<file path="src/rtl/core/pbqe_pkg.sv">
// ----------------------------------------------------------------------------
// pbqe_pkg: shared types and constants of the billboard quad expander
// Field widths, command codes, pipeline structs and the atlas reciprocal table.
// ----------------------------------------------------------------------------
`default_nettype none

package pbqe_pkg;

   // Field widths
   localparam int unsigned COORD_W    = 32;
   localparam int unsigned AGE_W      = 16;
   localparam int unsigned SLOT_W     = 14;
   localparam int unsigned COEFF_W    = 4;
   localparam int unsigned ROWS_W     = 5;
   localparam int unsigned TEX_W      = 17;
   localparam int unsigned VNUM_W     = 16;
   localparam int unsigned REQ_DATA_W = 200;
   localparam int unsigned RSP_DATA_W = 152;

   // Arithmetic widths: transformed sums, quotient bits, lanes divided by w
   localparam int unsigned PROD_W   = 64;
   localparam int unsigned SUM_W    = 49;
   localparam int unsigned QUO_W    = 48;
   localparam int unsigned LANES    = 3;
   localparam int unsigned RECIP_W  = 27;
   localparam int unsigned RECIP_SH = 10;

   // Identity diagonal word in Q16.16
   localparam logic [COORD_W-1:0] ONE_Q16 = 32'h0001_0000;

   typedef enum logic {
      CMD_LOAD   = 1'b0,
      CMD_EXPAND = 1'b1
   } cmd_type;

   // Per-particle sideband carried alongside the divider
   typedef struct packed {
      logic signed [COORD_W-1:0] size;
      logic [TEX_W-1:0]          u0;
      logic [TEX_W-1:0]          u1;
      logic [TEX_W-1:0]          v0;
      logic [TEX_W-1:0]          v1;
      logic [SLOT_W-1:0]         slot;
      logic                      fault;
      logic [LANES-1:0]          neg;
      logic [LANES-1:0]          sat;
      logic [LANES-1:0]          zero;
   } side_type;

   typedef struct packed {
      logic                        valid;
      logic [LANES-1:0][SUM_W-1:0] num;
      logic [SUM_W-1:0]            den;
      side_type                    side;
   } div_in_type;

   typedef struct packed {
      logic                        valid;
      logic [LANES-1:0][QUO_W-1:0] quo;
      side_type                    side;
   } div_out_type;

   // ceil(2^26 / rows); floor(k*2^16/rows) = (k * entry) >> 10 for k below 32
   function automatic logic [RECIP_W-1:0] recip_lookup(input logic [ROWS_W-1:0] rows);
      logic [RECIP_W-1:0] r;
      unique case (rows)
         5'd0:  r = 27'd67108864;
         5'd1:  r = 27'd67108864;
         5'd2:  r = 27'd33554432;
         5'd3:  r = 27'd22369622;
         5'd4:  r = 27'd16777216;
         5'd5:  r = 27'd13421773;
         5'd6:  r = 27'd11184811;
         5'd7:  r = 27'd9586981;
         5'd8:  r = 27'd8388608;
         5'd9:  r = 27'd7456541;
         5'd10: r = 27'd6710887;
         5'd11: r = 27'd6100806;
         5'd12: r = 27'd5592406;
         5'd13: r = 27'd5162221;
         5'd14: r = 27'd4793491;
         5'd15: r = 27'd4473925;
         5'd16: r = 27'd4194304;
         5'd17: r = 27'd3947581;
         5'd18: r = 27'd3728271;
         5'd19: r = 27'd3532046;
         5'd20: r = 27'd3355444;
         5'd21: r = 27'd3195661;
         5'd22: r = 27'd3050403;
         5'd23: r = 27'd2917777;
         5'd24: r = 27'd2796203;
         5'd25: r = 27'd2684355;
         5'd26: r = 27'd2581111;
         5'd27: r = 27'd2485514;
         5'd28: r = 27'd2396746;
         5'd29: r = 27'd2314099;
         5'd30: r = 27'd2236963;
         5'd31: r = 27'd2164803;
      endcase
      return r;
   endfunction

endpackage

`default_nettype wire

</file>
<file path="src/rtl/core/pbqe_quad.sv">
// ----------------------------------------------------------------------------
// pbqe_quad: signed quotient, corner offsets and four-vertex output
// Holds one finished particle and sends its corners one transfer at a time.
// ----------------------------------------------------------------------------
`default_nettype none

module pbqe_quad (
   input  logic                               clock,
   input  logic                               reset,
   input  pbqe_pkg::div_out_type              div_out,
   output logic                               adv,
   output logic                               out_valid,
   input  logic                               out_ready,
   output logic [pbqe_pkg::COORD_W-1:0]       vert_x,
   output logic [pbqe_pkg::COORD_W-1:0]       vert_y,
   output logic [pbqe_pkg::COORD_W-1:0]       vert_z,
   output logic [pbqe_pkg::TEX_W-1:0]         tex_u,
   output logic [pbqe_pkg::TEX_W-1:0]         tex_v,
   output logic [pbqe_pkg::VNUM_W-1:0]        vertex_number,
   output logic                               divide_fault,
   output logic                               last_vertex
);

   localparam int unsigned CW  = pbqe_pkg::COORD_W;
   localparam int unsigned QW  = pbqe_pkg::QUO_W;
   localparam int unsigned QSW = QW + 2;
   localparam int unsigned XW  = QSW + 1;
   localparam logic signed [XW-1:0] SatMax = XW'(64'sd2147483647);
   localparam logic signed [XW-1:0] SatMin = XW'(-64'sd2147483648);

   function automatic logic [CW-1:0] sat32(input logic signed [XW-1:0] v);
      logic [CW-1:0] r;
      if (v > SatMax) begin
         r = 32'h7FFF_FFFF;
      end else if (v < SatMin) begin
         r = 32'h8000_0000;
      end else begin
         r = v[CW-1:0];
      end
      return r;
   endfunction

   // Stage E: apply overflow cap, zero case and sign to each quotient
   logic signed [QSW-1:0] q_in [3];
   logic signed [QSW-1:0] q_ff [3];
   pbqe_pkg::side_type    side_e_ff;
   logic                  e_valid_ff;
   logic                  hold_ready;

   always_comb begin
      logic [QW:0] mag;
      for (int l = 0; l < 3; l++) begin
         if (div_out.side.sat[l]) begin
            mag = {1'b1, {QW{1'b0}}};
         end else if (div_out.side.zero[l]) begin
            mag = '0;
         end else begin
            mag = {1'b0, div_out.quo[l]};
         end
         q_in[l] = div_out.side.neg[l] ? -$signed({1'b0, mag}) : $signed({1'b0, mag});
      end
   end

   assign adv = !e_valid_ff || hold_ready;

   always_ff @(posedge clock) begin
      if (adv) begin
         for (int l = 0; l < 3; l++) begin
            q_ff[l] <= q_in[l];
         end
         side_e_ff <= div_out.side;
      end
      if (reset) begin
         e_valid_ff <= 1'b0;
      end else if (adv) begin
         e_valid_ff <= div_out.valid;
      end
   end

   // Hold: both offsets of x and y, saturated, plus texture edges
   logic [CW-1:0]               x_lo_ff, x_hi_ff, y_lo_ff, y_hi_ff, z_ff;
   logic [pbqe_pkg::TEX_W-1:0]  u0_ff, u1_ff, v0_ff, v1_ff;
   logic [pbqe_pkg::SLOT_W-1:0] slot_ff;
   logic                        fault_ff;
   logic                        hold_valid_ff;
   logic [1:0]                  corner_ff;
   logic signed [XW-1:0]        size_x;
   logic                        load_hold;

   assign size_x     = XW'(side_e_ff.size);
   assign hold_ready = !hold_valid_ff || (out_ready && corner_ff == 2'd3);
   assign load_hold  = e_valid_ff && hold_ready;

   always_ff @(posedge clock) begin
      if (load_hold) begin
         x_lo_ff  <= sat32(XW'(q_ff[0]) - size_x);
         x_hi_ff  <= sat32(XW'(q_ff[0]) + size_x);
         y_lo_ff  <= sat32(XW'(q_ff[1]) - size_x);
         y_hi_ff  <= sat32(XW'(q_ff[1]) + size_x);
         z_ff     <= sat32(XW'(q_ff[2]));
         u0_ff    <= side_e_ff.u0;
         u1_ff    <= side_e_ff.u1;
         v0_ff    <= side_e_ff.v0;
         v1_ff    <= side_e_ff.v1;
         slot_ff  <= side_e_ff.slot;
         fault_ff <= side_e_ff.fault;
      end
      if (reset) begin
         hold_valid_ff <= 1'b0;
         corner_ff     <= 2'd0;
      end else if (hold_ready) begin
         hold_valid_ff <= e_valid_ff;
         corner_ff     <= 2'd0;
      end else if (out_ready) begin
         corner_ff     <= corner_ff + 2'd1;
      end
   end

   // Corner order: (-,-) (+,-) (-,+) (+,+)
   assign out_valid     = hold_valid_ff;
   assign vert_x        = corner_ff[0] ? x_hi_ff : x_lo_ff;
   assign vert_y        = corner_ff[1] ? y_hi_ff : y_lo_ff;
   assign vert_z        = z_ff;
   assign tex_u         = corner_ff[0] ? u1_ff : u0_ff;
   assign tex_v         = corner_ff[1] ? v0_ff : v1_ff;
   assign vertex_number = {slot_ff, corner_ff};
   assign divide_fault  = fault_ff;
   assign last_vertex   = (corner_ff == 2'd3);

endmodule

`default_nettype wire

</file>
<file path="config.mk">
export PLATFORM = sky130hd
export DESIGN_NAME = pbqe_quad
export DESIGN_NICKNAME = d
export VERILOG_FILES = /design/src/rtl/core/pbqe_pkg.sv /design/src/rtl/core/pbqe_quad.sv
export SDC_FILE = /design/constraint.sdc
export NUM_CORES = 1
export LEC_CHECK = 0
export ABC_AREA = 0
export BUFFER_PORTS_ARGS = -buffer_cell sky130_fd_sc_hd__buf_2
export CELL_PAD_IN_SITES_DETAIL_PLACEMENT = 1
export CELL_PAD_IN_SITES_GLOBAL_PLACEMENT = 2
export CORE_ASPECT_RATIO = 1.5
export CORE_UTILIZATION = 35
export CTS_BUF_LIST = sky130_fd_sc_hd__clkbuf_4 sky130_fd_sc_hd__clkbuf_8
export CTS_CLUSTER_SIZE = 16
export DETAILED_ROUTE_END_ITERATION = 7
export PLACE_DENSITY = 0.89
export SYNTH_ARGS = -nofsm -noshare
export SYNTH_HDL_FRONTEND = slang
export SYNTH_SLANG_ARGS = --single-unit
</file>
<file path="constraint.sdc">
create_clock -name clock -period 12.6 [get_ports clock]
set_input_delay 0 -clock clock [delete_from_list [all_inputs] [get_ports clock]]
set_output_delay 0 -clock clock [all_outputs]
set_load 0.005 [all_outputs]
</file>
# After elaboration in Yosys (flattened, before gate mapping)
# Memories as Yosys holds them, arrays and structs flattened.
# Index checks and enable logic that the tools add are counted.
# Widths: inputs -> output; s select.
[totals]
ff_bits = 362
mem_bits_rw = 150
output_inout_bits = 150
word_cells = 68
n_memories = 1
[memory_table]
columns = ["memory", "words", "width", "read_ports", "rd_ports_with_merged_regs", "wr", "line", "rtl"]
rows = [
  ["q_ff", 3, 50, 3, 0, 3, "pbqe_quad.sv:45", "logic signed [QSW-1:0] q_ff [3];"],
]
[classes]
add_sub_neg = 8
order_cmp = 10
n_eq_ne = 1
mux = 20
n_reduce_logical = 7
[ops]
columns = ["op", "count"]
rows = [
  ["$mux 32", 7],
  ["$gt 51x32->1 const B", 4],
  ["$lt 51x32->1 const B", 4],
  ["$mux 50", 3],
  ["$neg 49->50", 3],
  ["$mux 49", 3],
  ["$mux 48", 3],
  ["$add 50x32->51", 2],
  ["$sub 50x32->51", 2],
  ["$gt 50x32->1 const B", 1],
  ["$lt 50x32->1 const B", 1],
  ["$mux 17", 2],
  ["$add 2x1->2 const B", 1],
  ["$eq 2x2->1 const B", 1],
  ["$logic_and 1x1->1", 2],
  ["$logic_not 1->1", 2],
  ["$logic_or 1x1->1", 2],
  ["$mux 1", 2],
  ["$reduce_or 2->1", 1],
]

# Longest topological paths before layout
[logic_depth]
depth_word = 6
ltp_mapped = 17
depth_no_buf = 15

# Least setup slack after synthesis
# Ideal clock, no wire load.
[synth_timing]
path_type = "flip-flop to flip-flop"
startpoint = "reg corner_ff[0]"
endpoint = "reg fault_ff (netlist: divide_fault), enable pin"
setup_time_ps = 877
arrival_ps = 11335
required_ps = 11723
slack_ps = 388
stages_incl_launch_ff = 4
cell_sequence = "dfxtp_1 -> ha_1 -> a21boi_0 -> nor2b_1"
[synth_via]
elab_chain_cells = 4
[synth_lines]
columns = ["item", "line", "rtl"]
rows = [
  ["start: declaration", "pbqe_quad.sv:86", "logic [1:0] corner_ff;"],
  ["start signal: assignment", "pbqe_quad.sv:115", "corner_ff <= corner_ff + 2'd1;"],
  ["$eq 2x2->1", "n/a", ""],
  ["via last_vertex", "pbqe_quad.sv:21", "output logic last_vertex"],
  ["$logic_and 1x1->1", "pbqe_quad.sv:91", "assign hold_ready = !hold_valid_ff || (out_ready && corner_ff == 2'd3);"],
  ["$logic_or 1x1->1", "pbqe_quad.sv:91", ""],
  ["$logic_and 1x1->1", "pbqe_quad.sv:92", "assign load_hold = e_valid_ff && hold_ready;"],
  ["via load_hold", "pbqe_quad.sv:88", "logic load_hold;"],
  ["end signal: assignment", "pbqe_quad.sv:106", "fault_ff <= side_e_ff.fault;"],
  ["end: declaration", "pbqe_quad.sv:84", "logic fault_ff;"],
]
# The timed path passes the listed nets, and every way through them passes these cells.
# A chain may end at the register's enable or synchronous reset.

# Worst setup path after layout
[layout_timing]
startpoint = "reg side_e_ff[123] (netlist name)"
endpoint = "reg y_hi_ff[17] (data pin)"
[layout_via]
elab_chain_cells = 3
word_cells_on_any_way = 4
cone_classes = "add/sub: 1; order compare: 2; mux: 1"
[layout_lines]
columns = ["item", "line", "rtl"]
rows = [
  ["start: declaration", "pbqe_quad.sv:46", "pbqe_pkg::side_type side_e_ff;"],
  ["start signal: assignment", "pbqe_quad.sv:71", "side_e_ff <= div_out.side;"],
  ["$add 50x32->51 (*)", "pbqe_quad.sv:99", "y_hi_ff <= sat32(XW'(q_ff[1]) + size_x);"],
  ["$lt 51x32->1", "pbqe_quad.sv:35", "end else if (v < SatMin) begin"],
  ["$mux 32", "pbqe_quad.sv:35", ""],
  ["end signal: assignment", "pbqe_quad.sv:99", ""],
  ["end: declaration", "pbqe_quad.sv:81", "logic [CW-1:0] x_lo_ff, x_hi_ff, y_lo_ff, y_hi_ff, z_ff;"],
]
# Every way passes the cells marked *; elsewhere a longest branch is shown, timed or not.

==> run metrics <==
status=finished, final reports clean; Final Max Tran Viols=0; gr ovfl total=0; Fmax=0.137 GHz; initial core utilization=35.5%; top cell type's share of synthesized area=43.5%; Clock transition at path regs=70 ps; core area=98800 um2; Area growth syn-to-layout=29.7%; num rows=141; Port Buffers=421; Yosys warning count=0; Core Util, Final=46.0%; DRC=0; non-filler cells, final=5808; RSZ-0062 raised after global routing=false; total CTS buffers=82; wire length per cell=25.9 um; Worst-Margin Slew=1350 ps; register area=15300 um2; Vias=33700; top_reg_cell synth=edfxtp_1; layout net count=4931; worst hold path class=primary input to flip-flop; CP startpoint=side_e_ff[123]$_DFFE_PP_; endpoints failing setup=0; first-pass GRT wire length=224000 um; clk_skew=97.4 ps; Cell Pwr Density=125 nW/um2; post-cts sizing count=0; critical path type=flip-flop to flip-flop; final hold vios=0; CP Cell Sequence=buf_4 > inv_1 > buf_4 > ha_1 > inv_1 > a21oi_1 > o21bai_1 > a21o_1 > a221oi_1 > o41ai_1 > o21bai_1 > a311oi_1 > a21o_1 > o41a_1 > o22ai_1; CTS Root Cell=clkbuf_8; syn_area_per_cell=9.81 um2; Crit. End Element=flip-flop; FFs w/ async S/R, synth=0%; first-pass detailed-route iteration total=8; Via density=5.80; Die Ht=390 um; Yosys top cell by area=edfxtp_1; Post-DP HPWL=104000 um; CTS Buffer Depth=3; post-synth cell types=86; vias in the first global route=36500; initial DRC count=2031; post-route ant nets=0; Post-DP Area=38400 um2; Worst Setup Start Kind=flip-flop; Worst path max stage delay=1200 ps; LEAKAGE=17.5 nW; finished layout cell area=45500 um2; TritonCTS clock tree=done; mapped cell area=35100 um2; die width=260 um; Synth Net Count=4053; largest net degree at the start of global routing=78; total wire length=150000 um; Cells after Synth=3573; Worst Path Max Fanout=39; Tmin final=7320 ps; GRT Overall Usage=28.9%; register bit total from synthesis=512; crit path DAT=7800 ps; Rel. slew slack=10.0%; Worst-Skew Late Latency=830 ps; start point of the worst hold path=out_ready; setup TNS=0 ps; antenna violations before repair=8; # fillers=11200; Slowest-stage cell, CP=o41a_1; Synth area leaders=edfxtp_1 (44%), ha_1 (7.3%), a21oi_1 (4.3%); Seq/Total Area, Yosys=43.7%; placed cell count=5129; max-capacitance violation count=0; Multi-input gate area=18500 um2; number of synthesized flops with an enable pin=508; Peak VDD IR=0.0815 mV; Die ar.=101000 um2; fin crit share=58.1%; H-tree depth=3; critical path required time=13080 ps; worst flop-to-flop path startpoint=side_e_ff[123]$_DFFE_PP_; I/O pins=422; # clock sinks=512; fraction of layout cells with a size suffix above 1=17.2%; Placer Congestion=0.971; Setup Fix Bufs, Post-CTS=0; hold_ws=87.8 ps
==> logic make-up (layout without fill, tap and decap cells) <==
logic type / after synthesis / after routing / share of synthesized area (%)
adder cells (fa/ha/maj): 208 / 208 / 7.51
buffers and inverters: 339 / 1280 / 3.78
other: 0 / 7 / 0
XOR/XNOR: 249 / 249 / 6.22
multiplexers: 115 / 115 / 3.64
AND/OR/NAND/NOR: 1109 / 1109 / 15.6
AO/OA/AOI/OAI: 1041 / 1041 / 19.5
flip-flops: 512 / 512 / 43.7
==> cell type report <==
| type | count | share of cell area [%] |
|---|---|---|
| Tap cell | 1287 | 3.54 |
| Sequential cell | 512 | 33.7 |
| Antenna cell | 7 | 0.0385 |
| Clock buffer | 104 | 2.84 |
| Multi-Input combinational cell | 2722 | 40.6 |
| Inverter | 149 | 1.23 |
| Timing Repair Buffer | 984 | 16.8 |
| Clock inverter | 43 | 1.18 |
==> sequential cells by signal, summed over array words and instances (netlist names) <==
register      flops
x_hi_ff          32
y_lo_ff          32
vert_z           32
e_valid_ff        1
v1_ff            17
side_e_ff       115
u0_ff            17
v0_ff            17
slot_ff          14
y_hi_ff          32
corner_ff         2
out_valid         1
u1_ff            17
q_ff            150
divide_fault      1
x_lo_ff          32
==> stage by stage <==
stage	power [W]	worst slack, ps
floorplan	0.00325	388
global placement	0.00379	5640
detailed placement	0.00382	5460
CTS	0.00565	5530
global route	0.00593	4950
finish	0.00571	5280
==> power by group <==
part	switching, W	internal [W]
clock	0.000794	0.000899
combinational	0.00117	0.000696
sequential	0.0000917	0.00206
==> cells in the final DEF (no fill, tap or decap), types with 23 or more instances in the layout <==
master and n:
dlygate4sd3_1 525, edfxtp_1 508, buf_2 421, a21oi_1 304, nand2_1 302, nor2_1 268
ha_1 204, o21ai_0 176, xnor2_1 159, inv_1 139, mux2_2 100, xor2_1 90
nor4_1 89, o31ai_1 85, clkbuf_8 82, nor3_1 73, nand4_1 66, nor2b_1 54
nand3_1 53, a21o_1 45, nand2b_1 43, o21bai_1 43, a31oi_1 40, or3_1 38
buf_4 38, o22ai_1 37, a211oi_1 36, o21ai_2 31, a311oi_1 27, o211ai_1 26
o21a_1 23
==> synth_stat cells, types with 10 or more instances <==
cell / n
o41ai_1: 23
nand4_1: 66
a221o_1: 11
edfxtp_1: 508
nor2_1: 271
a221oi_1: 10
a311oi_1: 27
o21ai_0: 177
o21a_1: 23
nor2b_1: 55
a21oi_1: 304
nand2b_1: 43
o21bai_1: 43
nor4_1: 90
inv_1: 139
o31ai_1: 87
a21o_1: 45
xnor2_1: 159
or2_2: 18
xor2_1: 90
a211oi_1: 36
buf_1: 24
a21boi_0: 17
mux2_2: 100
and3_1: 21
clkbuf_1: 148
buf_2: 12
or4_1: 22
o22ai_1: 37
nor3_1: 73
or3_1: 38
and2_1: 21
a31oi_1: 41
o211ai_1: 26
nand2_1: 303
nand3_1: 53
o21ai_2: 30
mux2i_1: 15
ha_1: 204
==> final timing paths <==
kind,endpoint,slack (ps),cells past startpoint
hold reg to reg,slot_ff[9]$_DFFE_PP_,420,0
setup / recovery,y_hi_ff[17]$_SDFFCE_PN1P_,5280,15
setup reg to reg,y_hi_ff[17]$_SDFFCE_PN1P_,5280,15
hold / removal,corner_ff[1]$_SDFFE_PP0P_,90,4
==> per-layer routing <==
metal  track usage [%]  wire length [um]  vias to the layer above
li1                  -                 -                    15300
met1              30.4             54700                    16800
met2              53.5             78000                     1247
met3              4.16              7560                      415
met4              18.0             10000                        0
met5                 0                 0                        -
==> what timing repair did <==
| action | in CTS | in global routing |
|---|---|---|
| hold buffers | 525 | 0 |
| endpoints found under the hold margin | 269 | 0 |
| setup endpoints to repair | 0 | 0 |
==> critical path, delay by kind of cell, from the launching register on <==
family,cells,cell delay (ps)
buffers and inverters,4,1700
DFF,1,320
AOI/OAI and AO/OA,10,4320
adders and majority gates,1,650
Power figures use the tool's default switching activity.
